**src/sv/swb_pkg.sv**
```systemverilog
// Shared types, constants and helpers of the single-wire bit sniffer.
package swb_pkg;

  localparam int unsigned CounterWidthDef = 16;
  localparam int unsigned SampleDelayW    = 8;
  localparam int unsigned GapLimitW       = 16;
  localparam int unsigned CfgIdxW         = 1;
  localparam int unsigned CfgDataW        = 16;
  localparam int unsigned CharW           = 7;
  localparam int unsigned ByteW           = 8;
  localparam int unsigned BitPosW         = 3;
  localparam int unsigned NibbleW         = 4;

  localparam logic [SampleDelayW-1:0] SampleDelayRst = 8'd4;
  localparam logic [GapLimitW-1:0]    GapLimitRst    = 16'd24;
  localparam logic [CharW-1:0]        NewlineChar    = 7'h0A;
  localparam logic [CharW-1:0]        DigitZeroChar  = 7'h30;
  localparam logic [CharW-1:0]        LetterAChar    = 7'h41;
  localparam logic [BitPosW-1:0]      LastBitPos     = 3'd7;

  typedef enum logic [CfgIdxW-1:0] {
    RegSampleDelay = 1'b0,
    RegGapLimit    = 1'b1
  } cfg_reg_e;

  typedef enum logic [1:0] {
    ChHigh = 2'd0,
    ChLow  = 2'd1,
    ChNewline = 2'd2
  } char_sel_e;

  typedef struct packed {
    logic             valid;
    logic [ByteW-1:0] data;
  } byte_push_t;

  function automatic logic [CharW-1:0] hex_ascii(input logic [NibbleW-1:0] nib);
    logic [CharW-1:0] ch;
    if (nib < 4'd10) begin
      ch = DigitZeroChar + CharW'(nib);
    end else begin
      ch = LetterAChar + CharW'(nib - 4'd10);
    end
    return ch;
  endfunction

endpackage

```
**src/sv/swb_ifs.sv**
```systemverilog
// Handshake channel interfaces of the single-wire bit sniffer.
interface swb_in_if;
  logic valid;
  logic ready;
  logic line_level;
  modport source (output valid, output line_level, input ready);
  modport sink (input valid, input line_level, output ready);
endinterface

interface swb_out_if;
  logic                        valid;
  logic                        ready;
  logic [swb_pkg::CharW-1:0]   hex_char;
  logic                        last_of_byte;
  modport source (output valid, output hex_char, output last_of_byte, input ready);
  modport sink (input valid, input hex_char, input last_of_byte, output ready);
endinterface

interface swb_cfg_if;
  logic                         valid;
  logic                         ready;
  logic [swb_pkg::CfgIdxW-1:0]  index;
  logic [swb_pkg::CfgDataW-1:0] data;
  modport source (output valid, output index, output data, input ready);
  modport sink (input valid, input index, input data, output ready);
endinterface

```
**src/sv/swb_decode.sv**
```systemverilog
// Per-tick edge detect, sample delay, gap check and LSB-first byte assembly.
module swb_decode #(
  parameter int unsigned COUNTER_WIDTH = swb_pkg::CounterWidthDef
) (
  input  logic                clk_i,
  input  logic                rst_ni,
  input  logic                tick_i,
  input  logic                level_i,
  swb_cfg_if.sink             cfg_i,
  output swb_pkg::byte_push_t push_o
);

  localparam int unsigned CmpW =
    (COUNTER_WIDTH > swb_pkg::GapLimitW) ? COUNTER_WIDTH : swb_pkg::GapLimitW;

  logic [swb_pkg::SampleDelayW-1:0] delay_cfg_q;
  logic [swb_pkg::GapLimitW-1:0]    gap_cfg_q;
  logic                             prev_q, prev_d;
  logic [swb_pkg::SampleDelayW-1:0] cnt_q, cnt_d;
  logic [COUNTER_WIDTH-1:0]         since_q, since_d, since_inc;
  logic [swb_pkg::ByteW-1:0]        bits_q, bits_d, bits_new;
  logic [swb_pkg::BitPosW-1:0]      pos_q, pos_d, pos_base;
  logic                             restart;

  assign cfg_i.ready = 1'b1;

  always_ff @(posedge clk_i or negedge rst_ni) begin
    if (!rst_ni) begin
      delay_cfg_q <= swb_pkg::SampleDelayRst;
      gap_cfg_q   <= swb_pkg::GapLimitRst;
    end else if (cfg_i.valid) begin
      unique case (swb_pkg::cfg_reg_e'(cfg_i.index))
        swb_pkg::RegSampleDelay: delay_cfg_q <= cfg_i.data[swb_pkg::SampleDelayW-1:0];
        swb_pkg::RegGapLimit:    gap_cfg_q   <= cfg_i.data[swb_pkg::GapLimitW-1:0];
        default: ;
      endcase
    end
  end

  always_comb begin
    since_inc = (since_q != '1) ? since_q + 1'b1 : since_q;
    restart   = CmpW'(since_inc) > CmpW'(gap_cfg_q);
    pos_base  = restart ? '0 : pos_q;
    bits_new  = restart ? '0 : bits_q;
    bits_new[pos_base] = level_i;

    prev_d        = prev_q;
    cnt_d         = cnt_q;
    since_d       = since_inc;
    bits_d        = bits_q;
    pos_d         = pos_q;
    push_o.valid  = 1'b0;
    push_o.data   = bits_new;

    if (cnt_q != '0) begin
      cnt_d = cnt_q - 1'b1;
      if (cnt_q == swb_pkg::SampleDelayW'(1)) begin
        since_d = '0;
        if (pos_base == swb_pkg::LastBitPos) begin
          push_o.valid = tick_i;
          bits_d       = '0;
          pos_d        = '0;
        end else begin
          bits_d = bits_new;
          pos_d  = pos_base + 1'b1;
        end
      end
    end else begin
      if (prev_q && !level_i) begin
        cnt_d = (delay_cfg_q == '0) ? swb_pkg::SampleDelayW'(1) : delay_cfg_q;
      end
      prev_d = level_i;
    end
  end

  always_ff @(posedge clk_i or negedge rst_ni) begin
    if (!rst_ni) begin
      prev_q  <= 1'b1;
      cnt_q   <= '0;
      since_q <= '0;
      bits_q  <= '0;
      pos_q   <= '0;
    end else if (tick_i) begin
      prev_q  <= prev_d;
      cnt_q   <= cnt_d;
      since_q <= since_d;
      bits_q  <= bits_d;
      pos_q   <= pos_d;
    end
  end

endmodule

```
**src/sv/swb_hexser.sv**
```systemverilog
// Two-deep byte buffer that sends each byte as two hex digits and a newline.
module swb_hexser (
  input  logic                clk_i,
  input  logic                rst_ni,
  input  swb_pkg::byte_push_t push_i,
  output logic                full_o,
  swb_out_if.source           out_o
);

  logic                      cur_valid_q, cur_valid_d;
  logic [swb_pkg::ByteW-1:0] cur_byte_q, cur_byte_d;
  swb_pkg::char_sel_e        sel_q, sel_d;
  logic                      nxt_valid_q, nxt_valid_d;
  logic [swb_pkg::ByteW-1:0] nxt_byte_q, nxt_byte_d;
  logic                      out_fire, done;

  assign full_o   = nxt_valid_q;
  assign out_fire = out_o.valid && out_o.ready;
  assign done     = out_fire && (sel_q == swb_pkg::ChNewline);

  assign out_o.valid = cur_valid_q;

  always_comb begin
    out_o.last_of_byte = 1'b0;
    unique case (sel_q)
      swb_pkg::ChHigh:    out_o.hex_char = swb_pkg::hex_ascii(cur_byte_q[7:4]);
      swb_pkg::ChLow:     out_o.hex_char = swb_pkg::hex_ascii(cur_byte_q[3:0]);
      swb_pkg::ChNewline: begin
        out_o.hex_char     = swb_pkg::NewlineChar;
        out_o.last_of_byte = 1'b1;
      end
      default: out_o.hex_char = swb_pkg::NewlineChar;
    endcase
  end

  always_comb begin
    cur_valid_d = cur_valid_q && !done;
    cur_byte_d  = cur_byte_q;
    nxt_valid_d = nxt_valid_q;
    nxt_byte_d  = nxt_byte_q;
    sel_d       = sel_q;
    if (out_fire) begin
      unique case (sel_q)
        swb_pkg::ChHigh: sel_d = swb_pkg::ChLow;
        swb_pkg::ChLow:  sel_d = swb_pkg::ChNewline;
        default:         sel_d = swb_pkg::ChHigh;
      endcase
    end
    if (!cur_valid_d && nxt_valid_q) begin
      cur_valid_d = 1'b1;
      cur_byte_d  = nxt_byte_q;
      nxt_valid_d = 1'b0;
      sel_d       = swb_pkg::ChHigh;
    end
    if (push_i.valid) begin
      if (!cur_valid_d) begin
        cur_valid_d = 1'b1;
        cur_byte_d  = push_i.data;
        sel_d       = swb_pkg::ChHigh;
      end else begin
        nxt_valid_d = 1'b1;
        nxt_byte_d  = push_i.data;
      end
    end
  end

  always_ff @(posedge clk_i or negedge rst_ni) begin
    if (!rst_ni) begin
      cur_valid_q <= 1'b0;
      nxt_valid_q <= 1'b0;
      sel_q       <= swb_pkg::ChHigh;
    end else begin
      cur_valid_q <= cur_valid_d;
      nxt_valid_q <= nxt_valid_d;
      sel_q       <= sel_d;
    end
  end

  always_ff @(posedge clk_i) begin
    cur_byte_q <= cur_byte_d;
    nxt_byte_q <= nxt_byte_d;
  end

  a_nxt_implies_cur: assert property (@(posedge clk_i) disable iff (!rst_ni)
    nxt_valid_q |-> cur_valid_q)
    else $error("queued byte without a byte in transmission");

  a_no_overflow: assert property (@(posedge clk_i) disable iff (!rst_ni)
    push_i.valid |-> !nxt_valid_q)
    else $error("byte pushed into a full buffer");

  a_promote: assert property (@(posedge clk_i) disable iff (!rst_ni)
    done && nxt_valid_q |=> cur_valid_q && sel_q == swb_pkg::ChHigh)
    else $error("queued byte not promoted after newline transfer");

  a_hold_sel: assert property (@(posedge clk_i) disable iff (!rst_ni)
    cur_valid_q && !out_fire |=> sel_q == $past(sel_q))
    else $error("character select moved without a transfer");

endmodule

```
**src/sv/single_wire_bit_sniffer_hex.sv**
```systemverilog
// Single-wire bit sniffer: one line sample per cycle in, hex text per byte out.
// Each accepted input item is one timer tick of line level. A falling edge
// starts a countdown of sample_delay ticks (0 acts as 1); when it expires the
// line is taken as the next data bit, LSB first, and a byte is restarted if
// more than gap_limit ticks passed since the previous sample. Every eighth
// bit yields three output transfers: high hex digit, low hex digit, newline
// (last_of_byte set). The block accepts one tick every cycle while input ready
// is high; a tick is processed in the cycle it is accepted. Finished bytes go
// into a two-entry buffer in front of the character output, and input ready
// drops only while both entries are held. Config writes are taken at any
// cycle (ready is always high); index 0 is sample_delay, index 1 gap_limit.
module single_wire_bit_sniffer_hex #(
  parameter int unsigned COUNTER_WIDTH = swb_pkg::CounterWidthDef
) (
  input  logic       clk_i,
  input  logic       rst_ni,
  swb_in_if.sink     in_i,
  swb_cfg_if.sink    cfg_i,
  swb_out_if.source  out_o
);

  swb_pkg::byte_push_t push;
  logic                buf_full;
  logic                tick;

  assign in_i.ready = !buf_full;
  assign tick       = in_i.valid && !buf_full;

  swb_decode #(
    .COUNTER_WIDTH (COUNTER_WIDTH)
  ) u_decode (
    .clk_i   (clk_i),
    .rst_ni  (rst_ni),
    .tick_i  (tick),
    .level_i (in_i.line_level),
    .cfg_i   (cfg_i),
    .push_o  (push)
  );

  swb_hexser u_hexser (
    .clk_i  (clk_i),
    .rst_ni (rst_ni),
    .push_i (push),
    .full_o (buf_full),
    .out_o  (out_o)
  );

endmodule
```
**src/flat_wrapper.sv**
```systemverilog
// flat-port wrapper written by rule: the top's interface ports become plain ports
module single_wire_bit_sniffer_hex_flat 
#(
  parameter int unsigned COUNTER_WIDTH = swb_pkg::CounterWidthDef
)
  (clk_i, rst_ni, in_i_valid, in_i_line_level, in_i_ready, cfg_i_valid, cfg_i_index, cfg_i_data, cfg_i_ready, out_o_valid, out_o_hex_char, out_o_last_of_byte, out_o_ready);
  swb_in_if in_i_i ();
  swb_cfg_if cfg_i_i ();
  swb_out_if out_o_i ();
  input  logic clk_i;
  input  logic rst_ni;
  input wire logic [$bits(in_i_i.valid)-1:0] in_i_valid;
  input wire logic [$bits(in_i_i.line_level)-1:0] in_i_line_level;
  output wire logic [$bits(in_i_i.ready)-1:0] in_i_ready;
  input wire logic [$bits(cfg_i_i.valid)-1:0] cfg_i_valid;
  input wire logic [$bits(cfg_i_i.index)-1:0] cfg_i_index;
  input wire logic [$bits(cfg_i_i.data)-1:0] cfg_i_data;
  output wire logic [$bits(cfg_i_i.ready)-1:0] cfg_i_ready;
  output wire logic [$bits(out_o_i.valid)-1:0] out_o_valid;
  output wire logic [$bits(out_o_i.hex_char)-1:0] out_o_hex_char;
  output wire logic [$bits(out_o_i.last_of_byte)-1:0] out_o_last_of_byte;
  input wire logic [$bits(out_o_i.ready)-1:0] out_o_ready;
  assign in_i_i.valid = in_i_valid;
  assign in_i_i.line_level = in_i_line_level;
  assign in_i_ready = in_i_i.ready;
  assign cfg_i_i.valid = cfg_i_valid;
  assign cfg_i_i.index = cfg_i_index;
  assign cfg_i_i.data = cfg_i_data;
  assign cfg_i_ready = cfg_i_i.ready;
  assign out_o_valid = out_o_i.valid;
  assign out_o_hex_char = out_o_i.hex_char;
  assign out_o_last_of_byte = out_o_i.last_of_byte;
  assign out_o_i.ready = out_o_ready;
  single_wire_bit_sniffer_hex #(.COUNTER_WIDTH(COUNTER_WIDTH)) u_core (.clk_i(clk_i), .rst_ni(rst_ni), .in_i(in_i_i), .cfg_i(cfg_i_i), .out_o(out_o_i));
endmodule
```
**config.mk**
```make
export PLATFORM = sky130hd
export DESIGN_NAME = single_wire_bit_sniffer_hex_flat
export DESIGN_NICKNAME = d
export VERILOG_FILES = /design/src/sv/swb_pkg.sv /design/src/sv/swb_ifs.sv /design/src/sv/swb_decode.sv /design/src/sv/swb_hexser.sv /design/src/sv/single_wire_bit_sniffer_hex.sv /design/src/flat_wrapper.sv
export SDC_FILE = /design/constraint.sdc
export NUM_CORES = 1
export LEC_CHECK = 0
export BUFFER_PORTS_ARGS = -buffer_cell sky130_fd_sc_hd__buf_2
export CAP_MARGIN = 10
export CORE_ASPECT_RATIO = 0.5
export CORE_MARGIN = 2
export CORE_UTILIZATION = 50
export CTS_CLUSTER_DIAMETER = 120
export DETAILED_ROUTE_END_ITERATION = 8
export GPL_TIMING_DRIVEN = 0
export PLACE_DENSITY = 0.75
export SYNTH_ARGS = -nofsm -noshare
export SYNTH_HDL_FRONTEND = slang
export SYNTH_SLANG_ARGS = --single-unit
```
**constraint.sdc**
```tcl
create_clock -name clk_i -period 11.1 [get_ports clk_i]
set_clock_uncertainty 0.15 [all_clocks]
set_input_delay 1.11 -clock clk_i [delete_from_list [all_inputs] [get_ports clk_i]]
set_output_delay 1.11 -clock clk_i [all_outputs]
set_load 0.01 [all_outputs]
```
==> run metrics, run 1 <==
Die ar. ~11,000 µm²; synth-to-layout area growth 12.4%; WS Path Type reg2reg; Worst-path clk slew 0.06 ns; H-Tree Level Count 3; DR iter-0 viols 311; cell taking the most area after synthesis dfrtp_1; row count 25; Distinct cells, synth 64; diodes inserted 0; Detailed Routing Iterations Pass 1 4; CTS root buffer clkbuf_16; largest net degree at the start of global routing between 60 and 70; startpoint types flip-flop; Critical Path AT between 5 and 6 ns; layout cells sized above 1 between 10% and 20%; die width 143 µm; mapped cell area approximately 4800 µm²; Area contributors post-synth dfrtp_1 31%, ha_1 7.5%, mux2_2 7.0%, edfxtp_1 5.0%, nand2_1 4.3%; Slew Viols, Final 0; CP Data Required Time about 11 ns; Tot Pwr roughly 0.0012 W; Synth top area share between 30% and 40%; top_reg_cell synth dfrtp_1; chip height between 70 and 80 µm; Final setup viols 0; drt wl/cell 14.2 µm; Worst setup EP type flip-flop; Yosys warning total 0; via count roughly 3,700; Avg Cell Area, Syn around 9.6 µm²; hold_buf cts 0; TritonCTS clock tree built; outcome completed; EDFF count, synth 8; sequential area share after synthesis roughly two fifths; Setup Buffers After CTS 0; NumNets Final 600; fin crit period approximately 5.4 ns; Max-slew headroom a little under half; max frequency 186 MHz; Synth Register Bits 80; Clock Latency Late Sink between 0.3 and 0.4 ns; Core Region 9420 µm²; Tcrit/Tclk final roughly 49%; number of buffers added on ports 32; Syn Nets roughly 560; I/O pin cnt 34; worst hold path class reg2reg; global-route wire length before repair approximately 16,000 µm; initial antenna violation count 0; post-CTS sizing 0; Avg Vias per Cell around 5.4; clk sinks 80; VDD IR-drop max a little over 0.0001 V; P_leak 2.44 nW; Max-Cap Viols 0; Least-Margin Pin Slew 0.823 ns; Remaining DRCs 0; final hold violations 0; GRT Overall Usage between 15 and 20%; gate count after technology mapping 505; Final ANT Viol Nets 0; vias in the first global route 3,390; Inserted Clock Buffers 9; RSZ-0062 raised after global routing false; DP HPWL between 7000 and 8000 µm; Setup TNS 0 ns; gp weighted congestion just under 0.9; Power Density 213 nW/µm²; worst-path maximum fanout 10; final wirelength a little under 10,000 µm; ys async rst share 80.0%; Initial Util 51.3%; Overflow after GRT 0; Max Root-Sink Buffers 2
-- cell usage in the layout (no fill, tap or decap), types with 3 or more instances in the layout --
cell / Yosys / layout
dfrtp_1: 60 / 60
nand2_1: 55 / 55
nor2_1: 49 / 49
buf_2: 3 / 34
mux2_2: 30 / 30
inv_1: 29 / 29
ha_1: 29 / 29
o21ai_0: 25 / 25
a21oi_1: 25 / 25
clkbuf_1: 16 / 17
mux2i_1: 16 / 16
nand3_1: 13 / 13
o31ai_1: 11 / 11
xnor2_1: 10 / 10
clkbuf_16: 0 / 9
xor2_1: 8 / 8
nor3_1: 8 / 8
a31oi_1: 8 / 8
dfxtp_1: 8 / 8
edfxtp_1: 8 / 8
nor2b_1: 7 / 7
a21o_2: 7 / 7
a211oi_1: 6 / 6
o211ai_1: 5 / 5
nand4_1: 4 / 4
nand2b_1: 4 / 4
o21a_1: 4 / 4
clkinv_2: 0 / 4
dfstp_2: 4 / 4
and4_1: 3 / 3
a21o_1: 3 / 3
nand3b_1: 3 / 3
nor4_1: 3 / 3
-- registers in the layout, summed over array words and instances, names as in the netlist --
register	flops
u_core.u_decode.pos_q	3
u_core.u_hexser.sel_q	2
u_core.u_decode.prev_q	1
u_core.u_hexser.out_o.valid	1
u_core.u_decode.bits_q	8
u_core.u_hexser.full_o	1
u_core.u_decode.cnt_q	8
u_core.u_decode.gap_cfg_q	16
u_core.u_decode.since_q	16
u_core.u_decode.delay_cfg_q	8
u_core.u_hexser.cur_byte_q	8
u_core.u_hexser.nxt_byte_q	8
-- worst paths after layout --
check                      slack, ns                             to  depth (start not counted)                        from
setup / recovery                5.71  u_core.u_hexser.nxt_byte_q[2]                         18  u_core.u_decode.since_q[6]
hold / removal                  0.33      u_core.u_decode.bits_q[7]                          2   u_core.u_decode.bits_q[7]
setup reg to reg                5.71  u_core.u_hexser.nxt_byte_q[2]                         18  u_core.u_decode.since_q[6]
hold reg to reg                 0.33      u_core.u_decode.bits_q[7]                          2   u_core.u_decode.bits_q[7]
max in group asynchronous       9.53      u_core.u_decode.bits_q[2]                          1                      rst_ni
min in group asynchronous       0.71    u_core.u_decode.since_q[14]                          1                      rst_ni
-- routing by layer --
layer	up-vias	global-route usage [%]	share of wire, %
met5	-	0	0
met4	0	3.96	0.19
met3	2	5.28	3.6
met2	60	30.7	45
met1	1784	28.4	51
li1	1876	-	-
-- area by class of cell --
class | count | area (µm²)
fill | 819 | 3990
multi-input combinational | 373 | 2590
sequential | 80 | 2010
clock buffer | 10 | 229
tap | 135 | 169
timing repair buffer | 32 | 163
buffer | 23 | 121
inverter | 29 | 109
clock inverter | 6 | 36.3
-- power by group --
part           internal (W)  switching [W]
combinational      0.000200       0.000251
clock              0.000150       0.000115
sequential         0.000375      0.0000650
-- cell usage after synthesis (3+ instances only) --
| library cell | number |
|---|---|
| clkbuf_1 | 16 |
| edfxtp_1 | 8 |
| o211ai_1 | 5 |
| nand2_1 | 55 |
| a31oi_1 | 8 |
| nand2b_1 | 4 |
| a21o_2 | 7 |
| nor4_1 | 3 |
| o21a_1 | 4 |
| nand3b_1 | 3 |
| a211oi_1 | 6 |
| ha_1 | 29 |
| o21ai_0 | 25 |
| nor3_1 | 8 |
| buf_2 | 3 |
| nand4_1 | 4 |
| a21o_1 | 3 |
| nand3_1 | 13 |
| nor2_1 | 49 |
| xnor2_1 | 10 |
| o31ai_1 | 11 |
| mux2i_1 | 16 |
| and4_1 | 3 |
| dfxtp_1 | 8 |
| inv_1 | 29 |
| xor2_1 | 8 |
| dfstp_2 | 4 |
| mux2_2 | 30 |
| dfrtp_1 | 60 |
| a21oi_1 | 25 |
| nor2b_1 | 7 |
-- metrics by stage --
stage          cell area [µm²]  hold WS, ns  utilization, %  instances  worst slack [ns]
3_3_place_gp              5150        0.309            54.8        672              5.78
2_1_floorplan             4830        0.298               -        505              6.64
3_5_place_dp              5160        0.318            54.8        672              5.72
6_report                  5420        0.328            57.6        688              5.71
5_1_grt                   5420        0.362            57.6        688              5.30
4_1_cts                   5420        0.329            57.6        688              5.64
-- kinds of logic (layout without fill, tap and decap cells) --
logic type / count (synthesis) / in the layout / synth area share [%]
fa+ha+maj: 29 / 29 / 7.52
simple gates: 166 / 166 / 16.6
other cells: 1 / 1 / 0.0777
buf+inv: 52 / 100 / 4.77
mux: 47 / 47 / 10.6
flops: 80 / 80 / 41.6
xor+xnor: 18 / 18 / 3.27
compound gates: 112 / 112 / 15.6
-- critical path, cell delays in order (launching register included) --
cell and delay, ns:
dfrtp_1 0.32, buf_2 0.19, and4_1 0.29, nand4_1 0.17
or4_1 0.56, buf_2 0.22, nand2_1 0.11, xnor2_1 0.15
ha_1 0.29, nand2_1 0.11, nor3_1 0.06, a2111oi_0 0.45
a31oi_1 0.34, clkbuf_8 0.27, nor2b_1 0.13, ha_1 0.17
ha_1 0.27, nand3_4 0.12, nor2_1 0.63
No activity file was read; power rests on OpenSTA's default activity.
==> inputs of run 2 (changes only) <==
PLACE_DENSITY = 0.78   (was 0.75)
clock period = 4.55 ns   (was 11.1 ns; I/O delays follow)
==> run 2 against run 1 <==
Compared with the run above: sequential cell count stayed put; worst setup slack got worse by 5.6 ns; non-clock buffer count increased by 21; sequential power rose by 150%; die area did not move; first-iteration DRC count is 5.5% higher; fmax rose by 21%; via count grew 4.2%; global-route usage is 0.56 points higher; utilization up 4.8 points; register-to-register slack worse by 5.6 ns; critical endpoint is now u_core.u_hexser.cur_byte_q[4]; largest power group unchanged; highest routed layer unchanged.
==> run metrics, run 2 (synthesis results as in run 1) <==
worst-path maximum fanout 5; Final setup viols 0; diodes inserted 0; Die ar. about 11,000 µm²; final core area utilization 62.4%; Clock Latency Late Sink ~0.34 ns; Max-Cap Viols 0; CTS root buffer clkbuf_16; DR iter-0 viols 328; die width ~140 µm; Initial Util 51.3%; Remaining DRCs 0; met2 usage between 30% and 40%; global-route wire length before repair 16,800 µm; Post-DP Area a little over 5000 µm²; outcome completed; H-Tree Level Count 3; DP HPWL slightly below 7000 µm; Slew Viols, Final 0; Tcrit/Tclk final 97.4%; vias in the first global route between 3,000 and 4,000; synth-to-layout area growth 21.7%; largest net degree at the start of global routing 65; number of buffers added on ports 32; cell chain of the critical path ha_2 > nand2_1 > nor2_1 > and4_2 > nand3_1 > mux2_2 > ha_1 > nand4_1 > buf_4 > nor4_4 > and2_4 > a31oi_4 > clkbuf_8 > nor2b_4 > ha_4 > ha_4 > nand3_4 > nor3_4 > clkbuf_16 > nor2_1 > a21o_2; CP Data Required Time roughly 4.6 ns; final wirelength ~11,000 µm; most frequent cells in the layout 57 x dfrtp_1, 52 x nand2_1, 46 x nor2_1; Power Density approximately 510 nW/µm²; Max stage delay on crit path roughly 0.39 ns; WS Path Type reg2reg; area of the multi-input gates around 2800 µm²; Max-slew headroom 45.7%; final hold violations 0; row count 25; chip height between 70 and 80 µm; drt wl/cell roughly 15 µm; max frequency 226 MHz; worst hold path class in2async; Largest regs u_core.u_decode.gap_cfg_q: 16 flops, u_core.u_decode.since_q: 16 flops; Worst-path clk slew roughly 0.060 ns; hold slack final 0.0546 ns; Tot Pwr 0.00298 W; fin crit period around 4.4 ns; gp weighted congestion between 0.8 and 0.9; Critical Path AT ~4.5 ns; startpoint types flip-flop; CP max stage cell dfrtp_1; fill count 763; Inserted Clock Buffers 9; most common cell after layout, fill and taps aside dfrtp_1; NumNets Final approximately 620; Least-Margin Pin Slew approximately 0.81 ns; Overflow after GRT 0; Detailed Routing Iterations Pass 1 5; Max Root-Sink Buffers 2; R2R cell count 21; TritonCTS clock tree built; Final ANT Viol Nets 0; GRT met3 Usage 4.37%; I/O pin cnt 34; layer with the highest usage met2; Reg area between 2000 and 2500 µm²; via count 3,880; grt met1 use between 20% and 30%; Core Region roughly 9400 µm²; Worst setup EP type flip-flop; Final Cell Area roughly 5900 µm²; Setup TNS 0 ns; layout cells sized above 1 between 20% and 30%; clk sinks 80; initial antenna violation count 0; GRT Overall Usage 20.4%; Avg Vias per Cell approximately 5.5; VDD IR-drop max ~0.00022 V; P_leak around 2.6 nW
[run 2: critical path: cells and delay by family, from the launching register on]
kind,cells,cell delay [ns]
compound gates,2,0.22
fa+ha+maj,4,0.80
buf+inv,3,0.60
flops,1,0.39
mux,1,0.31
simple gates,11,1.83
[run 2: worst paths after layout]
path / startpoint / endpoint / slack (ns)
setup / recovery: u_core.u_decode.since_q[0] / u_core.u_hexser.cur_byte_q[4] / 0.12
hold / removal: rst_ni / u_core.u_decode.gap_cfg_q[12] / 0.05
setup reg to reg: u_core.u_decode.since_q[0] / u_core.u_hexser.cur_byte_q[4] / 0.12
hold reg to reg: u_core.u_decode.bits_q[3] / u_core.u_decode.bits_q[3] / 0.34
max in group asynchronous: rst_ni / u_core.u_decode.since_q[9] / 3.64
min in group clk_i: cfg_i_data[12] / u_core.u_decode.gap_cfg_q[12] / 0.20
[run 2: final cells by class]
cell class	count	share of cell area [%]
multi-input cells	373	47.3
flip-flops and latches	80	34.2
repair buffers	54	6.39
clock buffers	9	3.84
well taps	135	2.88
plain buffers	22	2.34
inverters	29	1.85
clock inverters	7	1.17
[run 2: per-stage QoR]
stage | instances | worst slack, ns
floorplan | 505 | 0.0868
detailed placement | 672 | -0.779
CTS | 696 | 0.00375
finish | 709 | 0.116
global route | 709 | -0.103
global placement | 672 | -0.756
[run 2: per-layer routing]
| layer | up-vias | share of wire [%] |
|---|---|---|
| li1 | 1933 | - |
| met1 | 1849 | 51 |
| met2 | 84 | 44 |
| met3 | 14 | 3.7 |
| met4 | 0 | 1.4 |
| met5 | - | 0 |
[run 2: where the power goes]
part	internal [W]	switching (W)
Combinational	0.000538	0.000652
Sequential	0.000915	0.000164
Clock	0.000425	0.000287
Total	0.00188	0.00110
[run 2: repair_timing]
item,in CTS,in global routing
setup endpoints to repair,30,28
buffers inserted,9,11
hold buffers,0,0
cloned,0,2
pin swaps,5,14
resized for setup,19,31
